$ cat src/hw/rtl/sdspi_pkg.sv
// Shared types and constants for the SD card SPI-mode command transactor.
// Used by sdspi_fsm and sd_spi_command_transactor; depends on nothing.
package sdspi_pkg;

    localparam logic       OP_START    = 1'b0;
    localparam logic       OP_EXCHANGE = 1'b1;

    localparam logic [5:0] CMD_GO_IDLE    = 6'd0;
    localparam logic [5:0] CMD_SEND_OP    = 6'd1;
    localparam logic [5:0] CMD_SEND_IF    = 6'd8;
    localparam logic [5:0] CMD_SET_BLKLEN = 6'd16;
    localparam logic [5:0] CMD_APP_OP     = 6'd41;
    localparam logic [5:0] CMD_APP_CMD    = 6'd55;

    localparam logic [7:0] BYTE_IDLE     = 8'hFF;
    localparam logic [7:0] START_BITS    = 8'h40;
    localparam logic [7:0] CRC_GO_IDLE   = 8'h95;
    localparam logic [7:0] CRC_SEND_IF   = 8'h87;
    localparam logic [7:0] REPLY_CLEARED = 8'h00;

    localparam logic [2:0] COUNT_CRC  = 3'd5;
    localparam logic [2:0] COUNT_DONE = 3'd6;

    typedef struct packed {
        logic        operation;
        logic [5:0]  command_index;
        logic        app_command;
        logic [31:0] argument;
        logic [7:0]  received_byte;
    } in_item_t;

    typedef struct packed {
        logic       send_valid;
        logic [7:0] transmit_byte;
        logic       card_selected;
        logic       finished;
        logic [7:0] reply_byte;
    } out_item_t;

endpackage

$ cat src/hw/rtl/sdspi_fsm.sv
// Command sequencer: holds the command state and forms the result of one item.
// Depends on sdspi_pkg for the item types and the command and byte constants.
module sdspi_fsm (
    input  logic                 aclk,
    input  logic                 aresetn,
    input  logic                 step,
    input  sdspi_pkg::in_item_t  item,
    output sdspi_pkg::out_item_t result
);

    typedef enum logic [2:0] {
        PH_IDLE  = 3'd0,
        PH_LEADH = 3'd1,
        PH_LEADL = 3'd2,
        PH_FRAME = 3'd3,
        PH_WAIT  = 3'd4,
        PH_TRAIL = 3'd5
    } phase_t;

    phase_t      phase_reg, phase_next;
    logic [2:0]  byte_count_reg, byte_count_next;
    logic [5:0]  held_index_reg, held_index_next;
    logic        prefix_pending_reg, prefix_pending_next;
    logic        held_app_reg, held_app_next;
    logic [31:0] held_argument_reg, held_argument_next;
    logic [7:0]  held_reply_reg, held_reply_next;
    logic        select_reg, select_next;

    logic [5:0]  cur_index;
    logic [31:0] cur_arg;
    logic [7:0]  arg_byte;
    logic [7:0]  crc_byte;
    logic        needs_deselect;
    logic        do_complete;
    logic [7:0]  complete_reply;
    logic        send;
    logic [7:0]  tx;
    logic        fin;
    logic [7:0]  reply;

    assign cur_index = prefix_pending_reg ? sdspi_pkg::CMD_APP_CMD : held_index_reg;
    assign cur_arg   = prefix_pending_reg ? 32'd0 : held_argument_reg;

    always_comb begin
        case (byte_count_reg)
            3'd1:    arg_byte = cur_arg[31:24];
            3'd2:    arg_byte = cur_arg[23:16];
            3'd3:    arg_byte = cur_arg[15:8];
            default: arg_byte = cur_arg[7:0];
        endcase
    end

    always_comb begin
        if (cur_index == sdspi_pkg::CMD_GO_IDLE) begin
            crc_byte = sdspi_pkg::CRC_GO_IDLE;
        end else if (cur_index == sdspi_pkg::CMD_SEND_IF) begin
            crc_byte = sdspi_pkg::CRC_SEND_IF;
        end else begin
            crc_byte = sdspi_pkg::BYTE_IDLE;
        end
    end

    assign needs_deselect = (cur_index inside {sdspi_pkg::CMD_GO_IDLE, sdspi_pkg::CMD_SEND_OP,
                                               sdspi_pkg::CMD_SET_BLKLEN,
                                               sdspi_pkg::CMD_APP_CMD})
                            || ((cur_index == sdspi_pkg::CMD_APP_OP) && held_app_reg
                                && !prefix_pending_reg);

    always_comb begin
        phase_next          = phase_reg;
        byte_count_next     = byte_count_reg;
        held_index_next     = held_index_reg;
        prefix_pending_next = prefix_pending_reg;
        held_app_next       = held_app_reg;
        held_argument_next  = held_argument_reg;
        held_reply_next     = held_reply_reg;
        select_next         = select_reg;
        do_complete         = 1'b0;
        complete_reply      = held_reply_reg;
        send                = 1'b0;
        tx                  = sdspi_pkg::BYTE_IDLE;
        fin                 = 1'b0;
        reply               = sdspi_pkg::REPLY_CLEARED;

        if (item.operation == sdspi_pkg::OP_START) begin
            held_index_next     = item.command_index;
            held_app_next       = item.app_command;
            held_argument_next  = item.argument;
            prefix_pending_next = item.app_command;
            byte_count_next     = 3'd0;
            phase_next          = PH_LEADH;
            select_next         = 1'b0;
            send                = 1'b1;
        end else begin
            case (phase_reg)
                PH_LEADH: begin
                    phase_next  = PH_LEADL;
                    select_next = 1'b1;
                    send        = 1'b1;
                end
                PH_LEADL: begin
                    phase_next      = PH_FRAME;
                    byte_count_next = 3'd1;
                    tx              = sdspi_pkg::START_BITS | {2'b00, cur_index};
                    send            = 1'b1;
                end
                PH_FRAME: begin
                    send = 1'b1;
                    if (byte_count_reg < sdspi_pkg::COUNT_CRC) begin
                        tx              = arg_byte;
                        byte_count_next = byte_count_reg + 3'd1;
                    end else if (byte_count_reg == sdspi_pkg::COUNT_CRC) begin
                        tx              = crc_byte;
                        byte_count_next = sdspi_pkg::COUNT_DONE;
                    end else begin
                        phase_next = PH_WAIT;
                    end
                end
                PH_WAIT: begin
                    if (item.received_byte[7]) begin
                        send = 1'b1;
                    end else begin
                        held_reply_next = item.received_byte;
                        if (needs_deselect) begin
                            phase_next  = PH_TRAIL;
                            select_next = 1'b0;
                            send        = 1'b1;
                        end else begin
                            do_complete    = 1'b1;
                            complete_reply = item.received_byte;
                        end
                    end
                end
                PH_TRAIL: begin
                    do_complete    = 1'b1;
                    complete_reply = held_reply_reg;
                end
                default: begin
                    phase_next = PH_IDLE;
                end
            endcase
        end

        if (do_complete) begin
            prefix_pending_next = 1'b0;
            if (prefix_pending_reg && (complete_reply <= 8'd1)) begin
                phase_next  = PH_LEADH;
                select_next = 1'b0;
                send        = 1'b1;
            end else begin
                phase_next = PH_IDLE;
                fin        = 1'b1;
                reply      = complete_reply;
            end
        end

        result.send_valid    = send;
        result.transmit_byte = tx;
        result.card_selected = select_next;
        result.finished      = fin;
        result.reply_byte    = reply;
    end

    always_ff @(posedge aclk) begin
        if (!aresetn) begin
            phase_reg          <= PH_IDLE;
            byte_count_reg     <= 3'd0;
            held_index_reg     <= 6'd0;
            prefix_pending_reg <= 1'b0;
            held_app_reg       <= 1'b0;
            held_argument_reg  <= 32'd0;
            held_reply_reg     <= sdspi_pkg::BYTE_IDLE;
            select_reg         <= 1'b0;
        end else if (step) begin
            phase_reg          <= phase_next;
            byte_count_reg     <= byte_count_next;
            held_index_reg     <= held_index_next;
            prefix_pending_reg <= prefix_pending_next;
            held_app_reg       <= held_app_next;
            held_argument_reg  <= held_argument_next;
            held_reply_reg     <= held_reply_next;
            select_reg         <= select_next;
        end
    end

endmodule

$ cat src/hw/rtl/sd_spi_command_transactor.sv
// Top level of the SD card SPI-mode command transactor: input register,
// command sequencer and result register. Depends on sdspi_pkg and sdspi_fsm.
//
//  Channel  Direction  Handshake           Payload
//  s_       in         s_valid / s_ready   operation, command_index, app_command,
//                                          argument, received_byte
//  m_       out        m_valid / m_ready   send_valid, transmit_byte, card_selected,
//                                          finished, reply_byte
//
// One item is taken every cycle while m_ready is high; each item gives one result,
// held in the input register and then in the result register. The sequencer step
// between them sets that rate. Reset clears the command state to idle with the card
// deselected. When m_ready is low the result register holds and the input register
// fills, after which s_ready drops until the result is taken.
module sd_spi_command_transactor (
    input  logic        aclk,
    input  logic        aresetn,
    input  logic        s_valid,
    output logic        s_ready,
    input  logic        s_operation,
    input  logic [5:0]  s_command_index,
    input  logic        s_app_command,
    input  logic [31:0] s_argument,
    input  logic [7:0]  s_received_byte,
    output logic        m_valid,
    input  logic        m_ready,
    output logic        m_send_valid,
    output logic [7:0]  m_transmit_byte,
    output logic        m_card_selected,
    output logic        m_finished,
    output logic [7:0]  m_reply_byte
);

    logic                 in_valid_reg;
    sdspi_pkg::in_item_t  in_item_reg;
    logic                 out_valid_reg;
    sdspi_pkg::out_item_t out_item_reg;
    sdspi_pkg::out_item_t result;
    logic                 advance;
    logic                 step;

    assign advance = !out_valid_reg || m_ready;
    assign step    = in_valid_reg && advance;
    assign s_ready = !in_valid_reg || advance;

    always_ff @(posedge aclk) begin
        if (!aresetn) begin
            in_valid_reg <= 1'b0;
        end else if (s_ready) begin
            in_valid_reg <= s_valid;
        end
    end

    always_ff @(posedge aclk) begin
        if (s_valid && s_ready) begin
            in_item_reg.operation     <= s_operation;
            in_item_reg.command_index <= s_command_index;
            in_item_reg.app_command   <= s_app_command;
            in_item_reg.argument      <= s_argument;
            in_item_reg.received_byte <= s_received_byte;
        end
    end

    sdspi_fsm u_fsm (
        .aclk    (aclk),
        .aresetn (aresetn),
        .step    (step),
        .item    (in_item_reg),
        .result  (result)
    );

    always_ff @(posedge aclk) begin
        if (!aresetn) begin
            out_valid_reg <= 1'b0;
        end else if (step) begin
            out_valid_reg <= 1'b1;
        end else if (m_ready) begin
            out_valid_reg <= 1'b0;
        end
    end

    always_ff @(posedge aclk) begin
        if (step) begin
            out_item_reg <= result;
        end
    end

    assign m_valid         = out_valid_reg;
    assign m_send_valid    = out_item_reg.send_valid;
    assign m_transmit_byte = out_item_reg.transmit_byte;
    assign m_card_selected = out_item_reg.card_selected;
    assign m_finished      = out_item_reg.finished;
    assign m_reply_byte    = out_item_reg.reply_byte;

endmodule

$ cat config.mk
export PLATFORM = sky130hd
export DESIGN_NAME = sd_spi_command_transactor
export DESIGN_NICKNAME = d
export VERILOG_FILES = /design/src/hw/rtl/sdspi_pkg.sv /design/src/hw/rtl/sdspi_fsm.sv /design/src/hw/rtl/sd_spi_command_transactor.sv
export SDC_FILE = /design/constraint.sdc
export NUM_CORES = 1
export LEC_CHECK = 0
export BUFFER_PORTS_ARGS = -buffer_cell sky130_fd_sc_hd__buf_2
export CAP_MARGIN = 10
export CORE_MARGIN = 1
export CORE_UTILIZATION = 39
export CTS_BUF_LIST = sky130_fd_sc_hd__clkbuf_8
export DETAILED_ROUTE_END_ITERATION = 12
export PLACE_DENSITY = 0.62
export SLEW_MARGIN = 10
export SYNTH_ARGS = -nofsm -noshare
export SYNTH_HDL_FRONTEND = slang
export SYNTH_HIERARCHICAL = 1
export SYNTH_SLANG_ARGS = --single-unit
$ cat constraint.sdc
create_clock -name aclk -period 7 [get_ports aclk]
set_clock_uncertainty 0.1 [all_clocks]
set_input_delay 0 -clock aclk [delete_from_list [all_inputs] [get_ports aclk]]
set_output_delay 0 -clock aclk [all_outputs]
set_load 0.005 [all_outputs]
==> run summary <==
The maximum resistive drop on vdd is 0.000125 V. The ratio of cells with drive above 1 in the final layout was 0.213; the chip height was 117 um. Broken down by cell family, the worst path's largest delay share belongs to simple AND/OR/NAND/NOR gates.

Clock tree synthesis found a total of 124 sinks. Along the worst path, the maximum fanout reaches 31. Data on the critical path is required at its endpoint by 7.24 ns. For the number of buffers inserted by hold repair at cts, the log shows 51. Compared with the post-synthesis result, the final layout area differs by 27.2%. Power per cell area: 240 nW/um^2. The logs give 41 for the number of placement rows and 0 ns for the setup TNS after final layout. Setup slack on the critical path of the routed design comes to 4.66 ns. The later pin in the worst-skew pair is clocked with a latency of 0.43 ns. The synthesized netlist contains 57 unique library cells. The logs give 0.402 for the initial core utilization and 11.0 mm for the wire length reported by the detailed router. The register with the most flip-flops in the layout has 48 of them. For the fmax, the log shows 0.426 GHz. The worst setup path is of the reg -> reg kind. For the pin with the worst max-slew slack, the measured transition is 1.03 ns. The number of buffers between clock root and the deepest sink is 2, and the count of buffers from port buffering is 72.

In the routed layout, each cell is associated on average with a via count of 4.95. The floorplan step defined a core boundary enclosing 12700 um^2. The number of clock buffers added by TritonCTS is 17. Summing every instance area after synthesis gives 5120 um^2.

The via count is 3729. The overall track demand over capacity in global routing came out at 0.174. The first routing iteration left 211 violations.

Setup repair after global routing left no endpoint under its margin. The tools report the iteration count of the initial detailed-routing pass as 7. The flow ran to the end, and the final reports show no timing, DRC or antenna violations. The slowest stage of the critical path is the nor2b_2 cell. In this run the horizontal extent of the chip is 117 um.

The number of warnings issued by yosys was 6. The tools report the post-layout net count as 624. The synthesized design contains 67 enable-type register cells. Async set-reset flop share out of synthesis: 0. 0 antenna diodes ended up in the layout. Entering global routing, the biggest net connects 66 pins. The tools report the initial antenna violation count as 0. Among all flip-flop cells after synthesis, the most frequent one is edfxtp_1. The arrival time of data at the critical path endpoint was 2.58 ns; the count of endpoints failing setup in the final report was 0. In this run, synthesis produced a sequential element count of 124.

After clock tree synthesis, the clock-pin slew on the worst setup and hold paths is 0.08 ns. The number of max-slew violations in the final report came out at 0. In this run the number of H-tree levels came out at 4.

The signal on the critical path passes through nor2b_2 -> buf_4 -> nor2b_2 -> buf_4 -> nand2_1 -> a21boi_0. Summed over all cells, the static leakage comes to 2.49 nW. The first global-routing pass estimated 17.8 mm of wire. After detailed routing, the number of remaining DRC violations is 0.

The sequential-to-total area share from yosys stat came out at 0.616. The area of the die is 13600 um^2. Number of global-route vias before repair: 3632. In this run the remaining antenna-violating nets after routing total 0. The final period demand of the worst path is 2.34 ns.

The number of gates resized after CTS was 0. The congestion estimate from routability-driven global placement came to 0.829. The run gives 4.65 ns as the setup slack at placement. Type of element launching the critical path: a flop. Class of the tightest hold or removal check: in -> reg.

After technology mapping, the gate count stands at 454. The tool flagged a number of max-cap violations equal to 0. After clock tree synthesis, the setup repair step added 0 buffers. The count of buffer and inverter cells on the critical path works out to 2. The period utilization works out to 0.335. The mean cell area of the mapped netlist is 11.3 um^2, and the final HPWL from detailed placement is 7.00 mm. When the netlist entered floorplanning its net count stood at 510.

The normalized max-slew margin is 0.314, and the total global routing overflow is 0. STA classifies the critical path endpoint as a flop. The number of failing hold endpoints at the final stage is 0. The tree is rooted in a clkbuf_8.

The routed wirelength normalized by instance count came out at 14.6 um. TritonCTS built the clock tree. On the worst path, the slowest cell contributes a delay of 0.55 ns. For this design the top-level I/O count stands at 73.
cell families after synthesis:
group | share of synthesized area
AND/OR/NAND/NOR | 0.148
flip-flops | 0.616
AO/OA/AOI/OAI | 0.160
buffers and inverters | 0.0396
multiplexers | 0.0254
adder cells (fa/ha/maj) | 0.00978
cell type report:
type	instances	area (um^2)
Inverter	10	37.5
Tap cell	172	215
Clock buffer	17	234
Fill cell	1155	6210
Sequential cell	124	3150
Clock inverter	15	184
Multi-Input combinational cell	287	1780
Timing Repair Buffer	128	908
through the flow:
| stage | util | total power, mW | std cells | hold slack, ns | area [um^2] |
|---|---|---|---|---|---|
| 5_1_grt | 0.512 | 1.63 | 753 | 0.135 | 6510 |
| 3_5_place_dp | 0.439 | 0.904 | 670 | 0.0781 | 5580 |
| 3_3_place_gp | 0.439 | 0.901 | 670 | 0.0765 | 5580 |
| 2_1_floorplan | - | 0.871 | 454 | -0.00113 | 5120 |
| 6_report | 0.512 | 1.57 | 753 | 0.102 | 6510 |
| 4_1_cts | 0.512 | 1.58 | 753 | 0.0786 | 6510 |
where the power goes:
group	switching (mW)	internal, mW	total, mW
sequential	0.0176	0.797	0.814
clock	0.274	0.382	0.656
combinational	0.0455	0.0493	0.0948
cell usage in the layout (no fill, tap or decap), types with 3 or more instances in the layout:
| cell type | count |
|---|---|
| nand2_1 | 96 |
| buf_2 | 72 |
| edfxtp_1 | 67 |
| dfxtp_1 | 57 |
| dlygate4sd3_1 | 51 |
| a21boi_0 | 47 |
| o21ai_0 | 18 |
| clkbuf_8 | 17 |
| nor2_1 | 16 |
| inv_1 | 13 |
| mux2i_1 | 13 |
| nand3_1 | 10 |
| a21oi_1 | 8 |
| a222oi_1 | 8 |
| nand4_1 | 6 |
| buf_4 | 5 |
| nor2b_1 | 5 |
| o21a_1 | 4 |
| bufinv_16 | 4 |
| clkinv_2 | 4 |
| ha_1 | 4 |
| nor3_1 | 3 |
cells in the mapped netlist (2+ instances only):
| cell type | count | area [um^2] |
|---|---|---|
| buf_4 | 4 | 30.0 |
| o211a_1 | 2 | 20.0 |
| buf_1 | 4 | 15.0 |
| a21boi_1 | 2 | 15.0 |
| nand4_1 | 6 | 37.5 |
| nor3_1 | 3 | 15.0 |
| inv_1 | 10 | 37.5 |
| nor2_1 | 16 | 60.1 |
| and3_1 | 2 | 12.5 |
| buf_6 | 2 | 22.5 |
| a21oi_1 | 9 | 45.0 |
| o21ai_0 | 18 | 90.1 |
| buf_2 | 6 | 30.0 |
| nand2_1 | 96 | 360 |
| a31o_2 | 2 | 17.5 |
| nand3b_1 | 2 | 15.0 |
| ha_1 | 4 | 50.1 |
| clkbuf_1 | 16 | 60.1 |
| dfxtp_1 | 57 | 1140 |
| o21a_1 | 4 | 30.0 |
| o221ai_1 | 2 | 17.5 |
| a21boi_0 | 47 | 353 |
| a21oi_2 | 2 | 17.5 |
| edfxtp_1 | 67 | 2010 |
| mux2i_1 | 13 | 130 |
| nor2b_1 | 7 | 43.8 |
| nor4_1 | 2 | 12.5 |
| a211o_1 | 2 | 17.5 |
| o211ai_1 | 2 | 15.0 |
| a222oi_1 | 8 | 80.1 |
| nand3_1 | 10 | 50.1 |
| nand2b_1 | 2 | 12.5 |
path summary, 6_finish.rpt:
kind,start,to,slack [ns],depth (start not counted)
setup / recovery,in_valid_reg$_SDFFE_PN0P_,u_fsm/held_argument_reg[2]$_SDFFE_PN0P_,4.66,6
hold / removal,aresetn,u_fsm/held_reply_reg[2]$_SDFFE_PN1P_,0.10,2
setup reg to reg,in_valid_reg$_SDFFE_PN0P_,u_fsm/held_argument_reg[2]$_SDFFE_PN0P_,4.66,6
hold reg to reg,u_fsm/held_argument_reg[23]$_SDFFE_PN0P_,u_fsm/held_argument_reg[23]$_SDFFE_PN0P_,0.37,2
metal layers:
metal  track usage  wire length (um)
met5             0                 0
met4        0.0878               250
met3        0.0467               451
met2         0.277              5400
met1         0.217              4900
Note: power is estimated with default switching activity, not from simulation.
